--- config.mk ---
export PLATFORM = sky130hd
export DESIGN_NAME = fixed_slot_pool_allocator_unit
export DESIGN_NICKNAME = d
export VERILOG_FILES = /design/src/hdl/fspa_pkg.sv /design/src/hdl/fspa_link_ram.sv /design/src/hdl/fixed_slot_pool_allocator_unit.sv
export SDC_FILE = /design/constraint.sdc
export NUM_CORES = 2
export LEC_CHECK = 0
export ABC_AREA = 1
export BUFFER_PORTS_ARGS = -buffer_cell sky130_fd_sc_hd__clkbuf_2
export CAP_MARGIN = 25
export CORE_ASPECT_RATIO = 1.75
export CORE_MARGIN = 2
export CORE_UTILIZATION = 30
export CTS_CLUSTER_SIZE = 20
export DETAILED_ROUTE_END_ITERATION = 10
export GPL_ROUTABILITY_DRIVEN = 0
export PLACE_DENSITY = 0.55
export RECOVER_POWER = 25
export SLEW_MARGIN = 20
export SYNTH_ARGS = -nofsm -noshare
export SYNTH_HDL_FRONTEND = slang
export SYNTH_HIERARCHICAL = 1
export SYNTH_SLANG_ARGS = --single-unit
--- constraint.sdc ---
create_clock -name clk -period 5.65 [get_ports clk]
set_input_delay 0 -clock clk [delete_from_list [all_inputs] [get_ports clk]]
set_output_delay 0 -clock clk [all_outputs]
set_load 0.01 [all_outputs]
--- src/hdl/fspa_pkg.sv ---
// Package for the fixed-slot pool allocator.
// Holds the transfer payload types, outcome codes and controller states.
// No dependencies.
package fspa_pkg;

  // Actions of an input transfer.
  localparam logic ACT_ALLOC = 1'b0;
  localparam logic ACT_FREE  = 1'b1;

  // Outcome codes of a result transfer.
  localparam logic [2:0] OUT_GRANTED = 3'd0;
  localparam logic [2:0] OUT_FULL    = 3'd1;
  localparam logic [2:0] OUT_SHRINK  = 3'd2;
  localparam logic [2:0] OUT_LISTED  = 3'd3;
  localparam logic [2:0] OUT_IGNORED = 3'd4;

  // Width and reset value of the slot count register.
  localparam int unsigned SLOT_COUNT_W = 9;
  localparam logic [SLOT_COUNT_W-1:0] SLOT_COUNT_RST = 9'd256;

  typedef struct packed {
    logic       action;
    logic [7:0] slot_in;
  } in_item_t;

  typedef struct packed {
    logic [2:0] outcome;
    logic [7:0] slot_out;
  } out_item_t;

  typedef enum logic {
    ST_IDLE,
    ST_POP
  } ctrl_state_t;

endpackage

--- src/hdl/fspa_link_ram.sv ---
// Link memory of the free list: one write port, one read port,
// read data registered. Depends on nothing.
module fspa_link_ram #(
  parameter int unsigned DEPTH = 256,
  parameter int unsigned WIDTH = 9
) (
  input  logic                     clk,
  input  logic                     wr_en,
  input  logic [$clog2(DEPTH)-1:0] wr_addr,
  input  logic [WIDTH-1:0]         wr_data,
  input  logic                     rd_en,
  input  logic [$clog2(DEPTH)-1:0] rd_addr,
  output logic [WIDTH-1:0]         rd_data
);

  logic [WIDTH-1:0] mem [DEPTH];
  logic [WIDTH-1:0] rd_data_r;

  // Write port.
  always_ff @(posedge clk) begin
    if (wr_en) begin
      mem[wr_addr] <= wr_data;
    end
  end

  // Read port; the data holds until the next read.
  always_ff @(posedge clk) begin
    if (rd_en) begin
      rd_data_r <= mem[rd_addr];
    end
  end

  assign rd_data = rd_data_r;

endmodule

--- src/hdl/fixed_slot_pool_allocator_unit.sv ---
// Top level of the fixed-slot pool allocator: free-list head, bump counter,
// controller and output register. Depends on fspa_pkg and fspa_link_ram.
//
//   channel  | ports                         | payload
//   ---------+-------------------------------+----------------------------
//   input    | in_valid, in_stall, in_item   | action, slot_in
//   result   | out_valid, out_stall, out_item| outcome, slot_out
//   config   | cfg_wr_en, cfg_wr_data        | slot_count (9 bits)
//
// An allocate served from the free list passes through ST_POP: the head's link is
// read from the synchronous link RAM before the head can move. Every other transfer
// is finished in ST_IDLE. An input transfer is taken while the controller is idle
// and the output register is empty or being drained in the same cycle. Reset empties
// the list, clears the bump counter and sets the slot count to its reset value; link
// entries are meaningful only after a free wrote them, so there is no clearing pass.
module fixed_slot_pool_allocator_unit
  import fspa_pkg::*;
#(
  parameter int unsigned SLOTS = 256
) (
  input  logic                    clk,
  input  logic                    rst_n,
  input  logic                    in_valid,
  output logic                    in_stall,
  input  in_item_t                in_item,
  output logic                    out_valid,
  input  logic                    out_stall,
  output out_item_t               out_item,
  input  logic                    cfg_wr_en,
  input  logic [SLOT_COUNT_W-1:0] cfg_wr_data
);

  localparam int unsigned IDX_W  = $clog2(SLOTS);
  localparam int unsigned LINK_W = $clog2(SLOTS + 1);
  localparam int unsigned CNT_W  = (LINK_W > SLOT_COUNT_W) ? LINK_W : SLOT_COUNT_W;

  ctrl_state_t             state_r, state_nxt;
  logic [LINK_W-1:0]       head_r, head_nxt;
  logic [LINK_W-1:0]       bump_r, bump_nxt;
  logic [SLOT_COUNT_W-1:0] cnt_r;
  logic                    out_valid_r, out_valid_nxt;
  out_item_t               out_item_r, out_item_nxt;

  logic              out_free;
  logic              in_accept;
  logic              head_empty;
  logic [CNT_W-1:0]  cnt_ext;
  logic [CNT_W-1:0]  cap;
  logic [CNT_W-1:0]  slot_ext;
  logic [CNT_W-1:0]  bump_ext;
  logic              ram_wr_en;
  logic              ram_rd_en;
  logic [LINK_W-1:0] ram_rd_data;

  // Effective slot count is capped at the pool size.
  assign cnt_ext    = CNT_W'(cnt_r);
  assign cap        = (cnt_ext > CNT_W'(SLOTS)) ? CNT_W'(SLOTS) : cnt_ext;
  assign slot_ext   = CNT_W'(in_item.slot_in);
  assign bump_ext   = CNT_W'(bump_r);
  assign head_empty = (head_r >= LINK_W'(SLOTS));

  // Handshake: take a transfer when idle and the result has somewhere to go.
  assign out_free  = !out_valid_r || !out_stall;
  assign in_stall  = (state_r != ST_IDLE) || !out_free;
  assign in_accept = in_valid && !in_stall;

  // Link memory: a free writes the old head into the freed slot's entry,
  // an allocate from the list reads the head's entry.
  fspa_link_ram #(
    .DEPTH (SLOTS),
    .WIDTH (LINK_W)
  ) u_link_ram (
    .clk     (clk),
    .wr_en   (ram_wr_en),
    .wr_addr (IDX_W'(in_item.slot_in)),
    .wr_data (head_r),
    .rd_en   (ram_rd_en),
    .rd_addr (IDX_W'(head_r)),
    .rd_data (ram_rd_data)
  );

  // Next state, pointer updates and result.
  always_comb begin
    state_nxt     = state_r;
    head_nxt      = head_r;
    bump_nxt      = bump_r;
    out_valid_nxt = out_valid_r && out_stall;
    out_item_nxt  = out_item_r;
    ram_wr_en     = 1'b0;
    ram_rd_en     = 1'b0;
    case (state_r)
      ST_IDLE: begin
        if (in_accept) begin
          if (in_item.action == ACT_ALLOC) begin
            if (!head_empty) begin
              ram_rd_en = 1'b1;
              state_nxt = ST_POP;
            end else if (bump_ext < cap) begin
              out_valid_nxt         = 1'b1;
              out_item_nxt.outcome  = OUT_GRANTED;
              out_item_nxt.slot_out = 8'(bump_r);
              bump_nxt              = bump_r + LINK_W'(1);
            end else begin
              out_valid_nxt         = 1'b1;
              out_item_nxt.outcome  = OUT_FULL;
              out_item_nxt.slot_out = 8'd0;
            end
          end else begin
            out_valid_nxt         = 1'b1;
            out_item_nxt.slot_out = 8'd0;
            if (slot_ext >= cap) begin
              out_item_nxt.outcome = OUT_IGNORED;
            end else if ((bump_r != '0) && (slot_ext + CNT_W'(1) == bump_ext)) begin
              out_item_nxt.outcome = OUT_SHRINK;
              bump_nxt             = bump_r - LINK_W'(1);
            end else begin
              out_item_nxt.outcome = OUT_LISTED;
              ram_wr_en            = 1'b1;
              head_nxt             = LINK_W'(slot_ext);
            end
          end
        end
      end
      ST_POP: begin
        // Link data is ready; hand out the head once the output can take it.
        if (out_free) begin
          out_valid_nxt         = 1'b1;
          out_item_nxt.outcome  = OUT_GRANTED;
          out_item_nxt.slot_out = 8'(head_r);
          head_nxt              = ram_rd_data;
          state_nxt             = ST_IDLE;
        end
      end
      default: begin
        state_nxt = ST_IDLE;
      end
    endcase
  end

  // Control registers.
  always_ff @(posedge clk) begin
    if (!rst_n) begin
      state_r     <= ST_IDLE;
      head_r      <= LINK_W'(SLOTS);
      bump_r      <= '0;
      out_valid_r <= 1'b0;
    end else begin
      state_r     <= state_nxt;
      head_r      <= head_nxt;
      bump_r      <= bump_nxt;
      out_valid_r <= out_valid_nxt;
    end
  end

  // Slot count register.
  always_ff @(posedge clk) begin
    if (!rst_n) begin
      cnt_r <= SLOT_COUNT_RST;
    end else if (cfg_wr_en) begin
      cnt_r <= cfg_wr_data;
    end
  end

  // Result payload register.
  always_ff @(posedge clk) begin
    out_item_r <= out_item_nxt;
  end

  assign out_valid = out_valid_r;
  assign out_item  = out_item_r;

`ifndef NO_ASSERTIONS
  // The bump counter never passes the pool size.
  assert property (@(posedge clk) disable iff (!rst_n) bump_r <= LINK_W'(SLOTS))
    else $error("bump counter beyond pool size");

  // An allocate with a non-empty list goes through the link read.
  assert property (@(posedge clk) disable iff (!rst_n)
    (in_accept && in_item.action == ACT_ALLOC && !head_empty) |=> state_r == ST_POP)
    else $error("list allocate skipped the link read");

  // A bump shrink lowers the counter by exactly one.
  assert property (@(posedge clk) disable iff (!rst_n)
    (in_accept && in_item.action == ACT_FREE && slot_ext < cap && bump_r != '0 &&
     slot_ext + CNT_W'(1) == bump_ext) |=> bump_r == $past(bump_r) - LINK_W'(1))
    else $error("bump shrink did not lower the counter");

  // A list push makes the freed slot the new head.
  assert property (@(posedge clk) disable iff (!rst_n)
    (ram_wr_en) |=> head_r == LINK_W'($past(slot_ext)))
    else $error("freed slot is not the new head");

  // Only grants carry a slot index.
  assert property (@(posedge clk) disable iff (!rst_n)
    (out_valid_r && out_item_r.outcome != OUT_GRANTED) |-> out_item_r.slot_out == 8'd0)
    else $error("non-grant result with a slot index");
`endif

endmodule

==> results.ini <==
[critical_path]
cp.required_ns=6.37
reg2reg_from=head_r[1]$_SDFFE_PN0P_
cp_max_fo=154
startpoint_type=flip-flop
crit_path_end_kind=flip-flop
r2r_setup_slack_ns=0.51
worstRegToRegCells=11
crit_arrival_ns=5.86
worstSetupPathType=reg -> reg
critPathLaunch=head_r[1]$_SDFFE_PN0P_
regToRegEndpoint=u_link_ram/rd_data[8]$_DFFE_PP_

[synthesis]
synth_edf_count=2324
synth_ff_type=edfxtp_1
synth_most_common_cell=nand2_1
yosys_warnings=6
ys_types=41
synth_top_family_by_area=simple AND/OR/NAND/NOR gates
avgSynthCellArea_um2=11.72
synth-compound-area-share_pct=0.3426
muxShareOfSynthArea_pct=0.02076
ys_ff_latch=2353
ys_seq_area_share_pct=72.99
synth_area_leaders=edfxtp_1, nand3_1, nand2_1, buf_2, nor2_1
synth_top_area_share_pct=72.39
synth_xor_area_share_pct=0.09085
synth_top_area_cell=edfxtp_1
netlist_top_cells_count=nand2_1, edfxtp_1, nand3_1, nor2_1, buf_2
syn_inst=8227
synth_area_um2=96410
async_reset_ff_share_pct=0
synthAdderAreaFrac_pct=0.3322
syn-num-nets=8275
synthSimpleGateAreaFrac_pct=23.14

[power]
power_density_nw_per_um2=347.4
p_leak_nw=36.13
ir_drop_mv=0.2799

[floorplan]
rows=275
chipWidth_um=432.5
core_area_um2=320000
die-area_um2=326100
start_util_pct=30.13
io-pin-count=36
die_h_um=753.9

[clocking]
cts.htree.levels=4
clockBufferDepth=4
numCtsBuffers=200
clk_pin_slew_ns=0.06
hold_buffers=56
insertion_delay_ns=0.86
cts_tree=done
clockRootBuffer=clkbuf_16
post_cts_buffers=0
cts_num_sinks=2353
cts_resized=0

[drt]
drc=0
drt_wl_total_um=280500
ant_nets=0
routedWlPerCell_um=22.57
via_count=61980
dr.pass1.iters=5
vias_per_cell=4.989
drt_iter0_drc=5746

[sta]
setup-violations-final=0
fin_crit_sh_pct=90.92
setup_slack_ns=0.5130
tns_ns=0
fin_skew_ns=0.04918
report.final.slew_viol_count=717
finalCriticalPeriod_ns=5.137
worstMarginPinSlew_ns=3.354
max_freq_mhz=194.7
slew_headroom_pct=-123.9
rsz0062_at_grt=false
hold_viol=0

[global_route]
met3_usage_pct=1.732
grt_max_degree=253
use_met2_pct=30.30
top_usage_layer=met2
overflow=0
antenna_found_initial=3
grt_pass1_vias=61400
globalRouteMet1Util_pct=18.24
grt_pass1_wl_um=406400
grt_use_total_pct=16.72

[worst_hold_path]
holdPathEnd=bump_ext[8]$_SDFFE_PN0P_
hp-class=in -> reg
holdPathStages=6
hold_start=in_valid

[place]
port_buffers=35
place_hpwl_um=173200
preCtsSetupSlack_ns=1.004
post_dp_cell_area_um2=100500
dp_cells=12010

[run_status]
status=complete, but fails checks
violations=capacitance limit, slew limit

[layout]
layout-drive-gt1-share_pct=5.686
fin_cells=12420
fin_util_pct=33.58
nFillCells=31640
area_growth_pct=11.46
final_cell_area_um2=107500
finalNetCount=8160

[run]
maxCapViolCount=14

## routing by layer
layer | vias to the layer above | wire length, um
met2 | 2023 | 145000
met3 | 679 | 12880
met4 | 0 | 21600
met5 | - | 0
li1 | 28860 | -
met1 | 30430 | 101000
## where the power goes
group          leakage (nW)  internal [mW]  switching [mW]  total (mW)
logic                  12.8          0.909            2.96        3.87
clock network          3.13           7.61            6.30        13.9
registers              20.2           19.4           0.127        19.5
total                  36.1           27.9            9.39        37.3
## stage by stage
stage / power, mW / hold slack (ns)
after global routing: 38.53 / 0.2873
final: 37.33 / 0.2372
after floorplan: 22.28 / 0.1225
after CTS: 37.62 / 0.1883
after detailed placement: 23.76 / 0.2348
after global placement: 23.73 / 0.2342
## final cells by class
type / count / area [um^2] / share of cell area [%]
well taps: 4155 / 5199 / 4.838
clock buffers: 225 / 5162 / 4.804
repair buffers: 227 / 2001 / 1.862
multi-input cells: 5251 / 23070 / 21.47
diodes: 3 / 7.507 / 0.006986
flip-flops and latches: 2353 / 70380 / 65.49
inverters: 79 / 341.6 / 0.3179
clock inverters: 131 / 1305 / 1.214
## worst max path at each step
stage,end,cells past startpoint
6_report,u_link_ram/rd_data[8]$_DFFE_PP_,11
5_1_grt,u_link_ram/rd_data[5]$_DFFE_PP_,11
4_1_cts,u_link_ram/mem[148][1]$_DFFE_PP_,14
3_5_place_dp,u_link_ram/mem[148][5]$_DFFE_PP_,14
3_3_place_gp,u_link_ram/mem[154][5]$_DFFE_PP_,15
2_1_floorplan,u_link_ram/rd_data[2]$_DFFE_PP_,10
## flip-flops by register name, summed over array words and instances (netlist names)
signal,count
out_valid,1
u_link_ram/mem,2304
out_item,11
u_link_ram/rd_data,9
state_r,1
bump_ext,9
head_r,9
cnt_ext,9
## cell usage in the layout (no fill, tap or decap), types with 23 or more instances in the layout
| cell type | synthesis | routed |
|---|---|---|
| dfxtp_1 | 29 | 27 |
| edfxtp_1 | 2324 | 2324 |
| nor2_1 | 346 | 345 |
| ha_1 | 24 | 24 |
| dlygate4sd3_1 | 0 | 56 |
| clkbuf_2 | 0 | 25 |
| clkbuf_1 | 119 | 43 |
| clkinv_2 | 1 | 32 |
| buf_4 | 25 | 100 |
| nand3_1 | 2290 | 2290 |
| inv_1 | 65 | 65 |
| clkbuf_16 | 0 | 203 |
| o21ai_0 | 23 | 23 |
| clkinv_1 | 5 | 41 |
| nand2_1 | 2497 | 2497 |
## cell families after synthesis
family                   Yosys count
AO/OA/AOI/OAI                     58
XOR/XNOR                          10
adder cells (fa/ha/maj)           25
buffers and inverters            623
flip-flops                      2353
multiplexers                       2
AND/OR/NAND/NOR                 5156
## critical path, cell delays in order, from the launching register on
cell and delay [ns]:
dfxtp_1 1.83, inv_16 0.60, buf_4 0.50, nand3_1 0.21, nand3_1 0.16, nand3_1 0.14, nand3_1 0.36, nand3_1 0.41
nand3_1 0.18, nand2_1 0.29, nand2_1 0.11, nand2_1 0.08
(Power assumes the default switching activity.)
